<file path="config.mk">
export PLATFORM = sky130hd
export DESIGN_NAME = avcc_to_annexb_nal_convert_top
export DESIGN_NICKNAME = d
export VERILOG_FILES = /design/src/hw/rtl/avcc_pkg.sv /design/src/hw/rtl/avcc_to_annexb_nal_convert_top.sv /design/src/hw/rtl/avcc_front.sv /design/src/hw/rtl/avcc_queue.sv /design/src/hw/rtl/avcc_back.sv
export SDC_FILE = /design/constraint.sdc
export NUM_CORES = 1
export LEC_CHECK = 0
export ABC_AREA = 0
export BUFFER_PORTS_ARGS = -buffer_cell sky130_fd_sc_hd__buf_2
export CORE_UTILIZATION = 33
export DETAILED_ROUTE_END_ITERATION = 8
export PLACE_DENSITY = 0.47
export SLEW_MARGIN = 10
export SYNTH_ARGS = -nofsm -noshare
export SYNTH_HDL_FRONTEND = slang
export SYNTH_SLANG_ARGS = --single-unit
</file>
<file path="constraint.sdc">
create_clock -name clk -period 4.4 [get_ports clk]
set_input_delay 0.88 -clock clk [delete_from_list [all_inputs] [get_ports clk]]
set_output_delay 0.88 -clock clk [all_outputs]
set_load 0.02 [all_outputs]
</file>
<file path="src/hw/rtl/avcc_pkg.sv">
// Shared types and constants for the AVCC to Annex B NAL converter.
package avcc_pkg;

    // Width of one stream byte.
    localparam int BYTE_W = 8;

    // Width of the length prefix size register.
    localparam int CFG_W = 3;

    // Prefix size after reset, and the largest and smallest prefix sizes in bytes.
    localparam logic [CFG_W-1:0] CFG_RESET  = 3'd4;
    localparam logic [CFG_W-1:0] PREFIX_MAX = 3'd4;
    localparam logic [CFG_W-1:0] PREFIX_MIN = 3'd1;

    // Default depth of the command queue between the front and the back.
    localparam int DEF_QUEUE_DEPTH = 4;

    // Four-byte start code; the three-byte form is its last three bytes.
    localparam logic [BYTE_W-1:0] START_CODE [4] = '{8'h00, 8'h00, 8'h00, 8'h01};

    // What the back end has to emit for one accepted input byte.
    typedef enum logic [1:0] {
        CMD_SC4  = 2'd0,   // four-byte start code
        CMD_SC3  = 2'd1,   // three-byte start code
        CMD_DATA = 2'd2,   // one payload byte, optionally followed by the end marker
        CMD_MARK = 2'd3    // end marker only
    } cmd_kind_t;

    // One queued command.
    typedef struct packed {
        cmd_kind_t         kind;
        logic [BYTE_W-1:0] data;
        logic              mark;
        logic              trunc;
    } cmd_t;

endpackage

</file>
<file path="src/hw/rtl/avcc_to_annexb_nal_convert_top.sv">
// Results pass the command queue and then the back end output register.
// Throughput: one input byte per cycle while the command queue is not full;
// each start code expands into three or four output results, and the queue
// absorbs the input meanwhile. The output side sets the sustained rate: one
// result per cycle while m_tready is high. Reset (rst_n low, asynchronous)
// empties the queue, clears the parser and sets the prefix size to four bytes.
module avcc_to_annexb_nal_convert_top
    import avcc_pkg::*;
#(
    parameter int QUEUE_DEPTH = DEF_QUEUE_DEPTH
)
(
    input  logic              clk,
    input  logic              rst_n,
    input  logic              cfg_we,
    input  logic [CFG_W-1:0]  cfg_wdata,   // length_field_bytes
    input  logic              s_tvalid,
    output logic              s_tready,
    input  logic [BYTE_W-1:0] s_tdata,     // [7:0] in_byte
    input  logic              s_tlast,     // last_in
    output logic              m_tvalid,
    input  logic              m_tready,
    output logic [BYTE_W-1:0] m_tdata,     // [7:0] out_byte
    output logic              m_tlast,     // last_out
    output logic [1:0]        m_tuser      // [0] has_byte, [1] truncated
);

    logic [CFG_W-1:0] cfg_reg;
    logic             in_accept;
    logic             cmd_push;
    cmd_t             cmd;
    logic             q_full;
    logic             q_empty;
    logic             q_pop;
    cmd_t             head_cmd;
    logic             has_byte;
    logic             truncated;

    // Prefix size register.
    always_ff @(posedge clk or negedge rst_n)
    begin
        if (!rst_n)
            cfg_reg <= CFG_RESET;
        else if (cfg_we)
            cfg_reg <= cfg_wdata;
    end

    assign s_tready  = !q_full;
    assign in_accept = s_tvalid && s_tready;

    avcc_front u_front
    (
        .clk                (clk),
        .rst_n              (rst_n),
        .length_field_bytes (cfg_reg),
        .in_accept          (in_accept),
        .in_byte            (s_tdata),
        .last_in            (s_tlast),
        .cmd_push           (cmd_push),
        .cmd                (cmd)
    );

    avcc_queue #(
        .DEPTH (QUEUE_DEPTH)
    ) u_queue
    (
        .clk      (clk),
        .rst_n    (rst_n),
        .push     (cmd_push),
        .push_cmd (cmd),
        .full     (q_full),
        .pop      (q_pop),
        .head_cmd (head_cmd),
        .empty    (q_empty)
    );

    avcc_back u_back
    (
        .clk       (clk),
        .rst_n     (rst_n),
        .head_cmd  (head_cmd),
        .empty     (q_empty),
        .pop       (q_pop),
        .out_valid (m_tvalid),
        .out_ready (m_tready),
        .out_byte  (m_tdata),
        .has_byte  (has_byte),
        .last_out  (m_tlast),
        .truncated (truncated)
    );

    assign m_tuser = {truncated, has_byte};

endmodule

</file>
<file path="src/hw/rtl/avcc_front.sv">
// Front end: parses length prefixes and payload runs and issues commands.
module avcc_front
    import avcc_pkg::*;
(
    input  logic              clk,
    input  logic              rst_n,
    input  logic [CFG_W-1:0]  length_field_bytes,
    input  logic              in_accept,
    input  logic [BYTE_W-1:0] in_byte,
    input  logic              last_in,
    output logic              cmd_push,
    output cmd_t              cmd
);

    logic        in_payload_reg, in_payload_next;
    logic [1:0]  prefix_count_reg, prefix_count_next;
    logic [31:0] length_accum_reg, length_accum_next;
    logic [31:0] payload_left_reg, payload_left_next;
    logic        first_nal_reg, first_nal_next;

    logic [CFG_W-1:0] prefix_size;
    logic [2:0]       count;
    logic [31:0]      accum_shift;
    logic [31:0]      left_dec;

    // Clamp the configured prefix size into the range 1 to 4.
    always_comb
    begin
        if (length_field_bytes == '0)
            prefix_size = PREFIX_MIN;
        else if (length_field_bytes > PREFIX_MAX)
            prefix_size = PREFIX_MAX;
        else
            prefix_size = length_field_bytes;
    end

    assign count       = {1'b0, prefix_count_reg} + 3'd1;
    assign accum_shift = {length_accum_reg[23:0], in_byte};
    assign left_dec    = payload_left_reg - 32'd1;

    // Classify the byte and work out the parser's next state.
    always_comb
    begin
        in_payload_next   = in_payload_reg;
        prefix_count_next = prefix_count_reg;
        length_accum_next = length_accum_reg;
        payload_left_next = payload_left_reg;
        first_nal_next    = first_nal_reg;
        cmd_push          = 1'b0;
        cmd.kind          = CMD_MARK;
        cmd.data          = in_byte;
        cmd.mark          = last_in;
        cmd.trunc         = 1'b0;

        if (in_accept)
        begin
            if (!in_payload_reg)
            begin
                if (count >= prefix_size)
                begin
                    prefix_count_next = 2'd0;
                    length_accum_next = 32'd0;
                    if (!last_in)
                    begin
                        cmd_push          = 1'b1;
                        cmd.kind          = first_nal_reg ? CMD_SC4 : CMD_SC3;
                        first_nal_next    = 1'b0;
                        payload_left_next = accum_shift;
                        in_payload_next   = (accum_shift != 32'd0);
                    end
                end
                else
                begin
                    prefix_count_next = count[1:0];
                    length_accum_next = accum_shift;
                end
                // A prefix that meets the packet end yields only the marker.
                if (last_in)
                begin
                    cmd_push = 1'b1;
                    cmd.kind = CMD_MARK;
                end
            end
            else
            begin
                cmd_push          = 1'b1;
                cmd.kind          = CMD_DATA;
                cmd.trunc         = last_in && (left_dec != 32'd0);
                payload_left_next = left_dec;
                in_payload_next   = (left_dec != 32'd0);
            end

            // Packet end returns the parser to its starting state.
            if (last_in)
            begin
                in_payload_next   = 1'b0;
                prefix_count_next = 2'd0;
                length_accum_next = 32'd0;
                payload_left_next = 32'd0;
                first_nal_next    = 1'b1;
            end
        end
    end

    // Parser state registers.
    always_ff @(posedge clk or negedge rst_n)
    begin
        if (!rst_n)
        begin
            in_payload_reg   <= 1'b0;
            prefix_count_reg <= 2'd0;
            length_accum_reg <= 32'd0;
            payload_left_reg <= 32'd0;
            first_nal_reg    <= 1'b1;
        end
        else
        begin
            in_payload_reg   <= in_payload_next;
            prefix_count_reg <= prefix_count_next;
            length_accum_reg <= length_accum_next;
            payload_left_reg <= payload_left_next;
            first_nal_reg    <= first_nal_next;
        end
    end

endmodule

</file>
<file path="src/hw/rtl/avcc_queue.sv">
// Small register queue of commands between the front and the back end.
module avcc_queue
    import avcc_pkg::*;
#(
    parameter int DEPTH = DEF_QUEUE_DEPTH
)
(
    input  logic clk,
    input  logic rst_n,
    input  logic push,
    input  cmd_t push_cmd,
    output logic full,
    input  logic pop,
    output cmd_t head_cmd,
    output logic empty
);

    localparam int PTR_W = (DEPTH > 1) ? $clog2(DEPTH) : 1;
    localparam int CNT_W = $clog2(DEPTH + 1);
    localparam logic [PTR_W-1:0] PTR_LAST = PTR_W'(DEPTH - 1);
    localparam logic [CNT_W-1:0] CNT_FULL = CNT_W'(DEPTH);

    cmd_t             slot_reg [DEPTH];
    logic [PTR_W-1:0] wr_ptr_reg, wr_ptr_next;
    logic [PTR_W-1:0] rd_ptr_reg, rd_ptr_next;
    logic [CNT_W-1:0] count_reg, count_next;

    logic do_push;
    logic do_pop;

    assign full     = (count_reg == CNT_FULL);
    assign empty    = (count_reg == '0);
    assign do_push  = push && !full;
    assign do_pop   = pop && !empty;
    assign head_cmd = slot_reg[rd_ptr_reg];

    // Pointer and fill count update.
    always_comb
    begin
        wr_ptr_next = wr_ptr_reg;
        rd_ptr_next = rd_ptr_reg;
        count_next  = count_reg;
        if (do_push)
            wr_ptr_next = (wr_ptr_reg == PTR_LAST) ? '0 : wr_ptr_reg + PTR_W'(1);
        if (do_pop)
            rd_ptr_next = (rd_ptr_reg == PTR_LAST) ? '0 : rd_ptr_reg + PTR_W'(1);
        if (do_push && !do_pop)
            count_next = count_reg + CNT_W'(1);
        else if (do_pop && !do_push)
            count_next = count_reg - CNT_W'(1);
    end

    always_ff @(posedge clk or negedge rst_n)
    begin
        if (!rst_n)
        begin
            wr_ptr_reg <= '0;
            rd_ptr_reg <= '0;
            count_reg  <= '0;
        end
        else
        begin
            wr_ptr_reg <= wr_ptr_next;
            rd_ptr_reg <= rd_ptr_next;
            count_reg  <= count_next;
        end
    end

    // Command storage.
    always_ff @(posedge clk)
    begin
        if (do_push)
            slot_reg[wr_ptr_reg] <= push_cmd;
    end

endmodule

</file>
<file path="src/hw/rtl/avcc_back.sv">
// Back end: expands queued commands into output bytes and end markers.
module avcc_back
    import avcc_pkg::*;
(
    input  logic              clk,
    input  logic              rst_n,
    input  cmd_t              head_cmd,
    input  logic              empty,
    output logic              pop,
    output logic              out_valid,
    input  logic              out_ready,
    output logic [BYTE_W-1:0] out_byte,
    output logic              has_byte,
    output logic              last_out,
    output logic              truncated
);

    logic [1:0] sub_reg, sub_next;
    logic [1:0] last_sub;
    logic       load;

    logic              valid_reg, valid_next;
    logic [BYTE_W-1:0] byte_reg, byte_next;
    logic              has_reg, has_next;
    logic              last_reg, last_next;
    logic              trunc_reg, trunc_next;

    // Number of results per command, minus one.
    always_comb
    begin
        case (head_cmd.kind)
            CMD_SC4:  last_sub = 2'd3;
            CMD_SC3:  last_sub = 2'd2;
            CMD_DATA: last_sub = head_cmd.mark ? 2'd1 : 2'd0;
            CMD_MARK: last_sub = 2'd0;
            default:  last_sub = 2'd0;
        endcase
    end

    // The output register takes a new result when empty or being drained.
    assign load = !empty && (!valid_reg || out_ready);
    assign pop  = load && (sub_reg == last_sub);

    // Pick the result for the current step of the head command.
    always_comb
    begin
        sub_next   = sub_reg;
        valid_next = valid_reg && !out_ready;
        byte_next  = byte_reg;
        has_next   = has_reg;
        last_next  = last_reg;
        trunc_next = trunc_reg;
        if (load)
        begin
            valid_next = 1'b1;
            sub_next   = (sub_reg == last_sub) ? 2'd0 : sub_reg + 2'd1;
            byte_next  = {BYTE_W{1'b0}};
            has_next   = 1'b1;
            last_next  = 1'b0;
            trunc_next = 1'b0;
            case (head_cmd.kind)
                CMD_SC4:
                begin
                    byte_next = START_CODE[sub_reg];
                end
                CMD_SC3:
                begin
                    byte_next = START_CODE[sub_reg + 2'd1];
                end
                CMD_DATA:
                begin
                    if (sub_reg == 2'd0)
                        byte_next = head_cmd.data;
                    else
                    begin
                        has_next   = 1'b0;
                        last_next  = 1'b1;
                        trunc_next = head_cmd.trunc;
                    end
                end
                default:
                begin
                    has_next   = 1'b0;
                    last_next  = 1'b1;
                    trunc_next = head_cmd.trunc;
                end
            endcase
        end
    end

    // Control state.
    always_ff @(posedge clk or negedge rst_n)
    begin
        if (!rst_n)
        begin
            sub_reg   <= 2'd0;
            valid_reg <= 1'b0;
        end
        else
        begin
            sub_reg   <= sub_next;
            valid_reg <= valid_next;
        end
    end

    // Output payload.
    always_ff @(posedge clk)
    begin
        byte_reg  <= byte_next;
        has_reg   <= has_next;
        last_reg  <= last_next;
        trunc_reg <= trunc_next;
    end

    assign out_valid = valid_reg;
    assign out_byte  = byte_reg;
    assign has_byte  = has_reg;
    assign last_out  = last_reg;
    assign truncated = trunc_reg;

endmodule

</file>
==> reports/qor.yml <==
global_routing:
  antenna_found_initial: 0
  overflow: 0
  grt_usage: 0.176
  grt_pass1_vias: 4487
  use_met1: 0.229
  grt_pass1_wl_um: 26000
  grt_max_degree: 74
  use_met3: 0.0377
  grt_busiest_layer: "met2"
  use_met2: 0.290
synthesis:
  syn_area_per_cell_um2: 11.8
  synth_cells: 542
  syn_area_um2: 6380
  netlist.area_leader.share: 0.279
  ys_async_sr_fraction: 0.553
  yosysTopAreaCell: "dfrtp_1"
  synth_fp_nets: 575
  synth_cell_type_count: 53
  synthTopCellsByArea: "dfrtp_1 (28%), edfxtp_1 (28%), a22o_1 (5.5%)"
  synth_seq_area_share: 0.565
  synth_edf_count: 59
  yosysWarnings: 0
  synth.most_common_cell: "dfrtp_1"
  synth_common_cells: "dfrtp_1 (71), edfxtp_1 (59), nor2_1 (41), a22o_1 (40), a21oi_1 (38)"
  synthFlopType: "dfrtp_1"
  ys_seq_elements: 132
placement:
  place_congestion: 0.853
  hpwl_um: 11100
  placed_cells: 810
  numPortBuffers: 29
  place_ws_ns: 1.11
detailed_routing:
  first_pass_iters: 5
  antenna_left: 0
  drt_iter0_drc: 319
  route.detailed.drc: 0
  wl_um: 16400
  wl_per_cell_um: 19.5
  via_per_inst: 5.38
  vias: 4533
finish:
  antennaDiodeCount: 0
  layout-drive-gt1-share: 0.172
  syn_to_final_growth_pct: 15.6
  final_core_util: 0.392
  finalNetCount: 602
  final_cells: 842
  largest_register_ffs: 48
min_path:
  worstHoldPathType: "reg -> reg"
  min-delay-start: "u_front.first_nal_reg$_DFFE_PN1P_"
setup_path:
  cp_slowest_cell: "or4b_1"
  cp-start-kind: "flop"
  crit_chain: "inv_1, ha_1, or4b_1, or4_4, nor3_2, xnor2_1, nand3_1, nor4_1, nor3_1"
  end_kind: "flop"
  startpoint: "u_front.payload_left_reg[0]$_DFFE_PN0N_"
  timing.rr.start: "u_front.payload_left_reg[0]$_DFFE_PN0N_"
  critPathKind: "reg -> reg"
  worstPathRequired_ns: 4.52
  cp_max_fo: 9
  critPathArrivalTime_ns: 3.47
  critPathMaxStageDelay_ns: 0.64
timing:
  finalCritPeriodShare: 0.761
  slew_viol_final: 0
  tns_ns: 0
  period_minus_slack_ns: 3.35
  whs_ns: 0.482
  worst_pin_slew_ns: 1.02
  clock_skew_ns: 0.0110
  slew_headroom: 0.323
  rsz0062_at_grt: "false"
  fmax_mhz: 299
  finalWorstSetupSlack_ns: 1.05
  setup_viol: 0
  hold_viol: 0
power_and_ir_drop:
  leakagePower_nw: 2.95
  power_frac_clock: 0.242
  vdd_ir_drop_max_v: 0.000341
  combPwrFrac: 0.395
  intPower_mw: 3.38
  p_switching_mw: 2.33
  p_per_area_nw_per_um2: 774
  switching_share: 0.409
  sequentialPowerShare: 0.363
die:
  num_rows: 50
  fp.coreArea_um2: 18800
  pin_count: 30
  die_y_um: 141
  die_w_um: 141
  start_util: 0.339
  dieArea_um2: 19900
clock_tree:
  hold_buffers: 0
  clock_latency_ns: 0.42
  clock-sinks: 132
  clk_path_buf_depth: 2
  post-cts-setup-buffers: 0
  cts_resized: 0
  cts_tree: "yes"
  cts_buffers: 17
  htreeDepth: 4
  clk_pin_slew_worst_paths_ns: 0.06
  cts_root_buffer: "clkbuf_16"
outcome:
  outcome: "completed"
flow_run:
  max_cap_violations: 0
[routing by layer]
metal,vias up,share of wire
met3,15,0.041
met1,2311,0.45
met2,105,0.49
met5,-,0
li1,2102,-
met4,0,0.019
[cell usage in the layout (no fill, tap or decap), drive strengths merged, types with 5 or more instances in the layout]
master,Yosys,layout
a21oi,38,38
a22o,40,40
and2,6,6
and3,12,12
buf,5,39
clkbuf,26,17
dfrtp,71,71
edfxtp,59,59
ha,15,15
inv,17,24
mux2,6,6
mux4,12,12
nand2,24,24
nand2b,7,7
nand3,11,11
nand4,7,7
nor2,42,42
nor3,17,17
nor4,17,17
o211ai,5,5
o21ai,29,29
o22ai,5,5
or3,9,9
or4,7,7
xnor2,10,10
xor2,10,10
[path summary, 6_finish.rpt]
| kind | cells after the start | to | slack [ns] |
|---|---|---|---|
| worst max-delay path | 9 | u_queue.slot_reg[3][0]$_DFFE_PP_ | 1.05 |
| worst min-delay path | 2 | u_front.first_nal_reg$_DFFE_PN1P_ | 0.48 |
| worst max register to register | 9 | u_queue.slot_reg[3][0]$_DFFE_PP_ | 1.05 |
| worst min register to register | 2 | u_front.first_nal_reg$_DFFE_PN1P_ | 0.48 |
| max in group asynchronous | 1 | u_front.length_accum_reg[0]$_DFFE_PN0P_ | 3.11 |
| min in group asynchronous | 1 | u_back.sub_reg[0]$_DFFE_PN0P_ | 0.59 |
[critical path: cells and delay by family (launching register included)]
kind,cells,cell delay [ns]
buf+inv,1,0.11
fa+ha+maj,1,0.21
flops,1,0.42
simple gates,6,2.16
xor+xnor,1,0.16
[final cells by class]
| class | count | area, um^2 |
|---|---|---|
| Clock buffer | 17 | 425 |
| Clock inverter | 15 | 145 |
| Fill cell | 1824 | 11500 |
| Inverter | 17 | 63.8 |
| Multi-Input combinational cell | 362 | 2590 |
| Sequential cell | 132 | 3600 |
| Tap cell | 260 | 325 |
| Timing Repair Buffer | 39 | 223 |
[cells by family after synthesis]
logic type | after synthesis | synth area share
AO/OA/AOI/OAI | 131 | 0.135
flip-flops | 132 | 0.565
multiplexers | 20 | 0.0561
adder cells (fa/ha/maj) | 16 | 0.0326
AND/OR/NAND/NOR | 175 | 0.152
buffers and inverters | 48 | 0.0320
XOR/XNOR | 20 | 0.0275
[stage by stage]
step / cell area (um^2) / total power [mW]
3_5_place_dp: 6800 / 4.36
3_3_place_gp: 6800 / 4.34
4_1_cts: 7370 / 5.76
5_1_grt: 7370 / 6.11
6_report: 7370 / 5.71
2_1_floorplan: 6380 / 3.67
[power by group through the flow]
| stage | clock [mW] | sequential (mW) | combinational, mW |
|---|---|---|---|
| 2_1_floorplan | 0 | 1.97 | 1.70 |
| 3_5_place_dp | 0 | 2.09 | 2.27 |
| 3_3_place_gp | 0 | 2.09 | 2.25 |
| 4_1_cts | 1.41 | 2.07 | 2.28 |
| 5_1_grt | 1.47 | 2.12 | 2.52 |
| 6_report | 1.38 | 2.07 | 2.26 |
(Power assumes the default switching activity.)
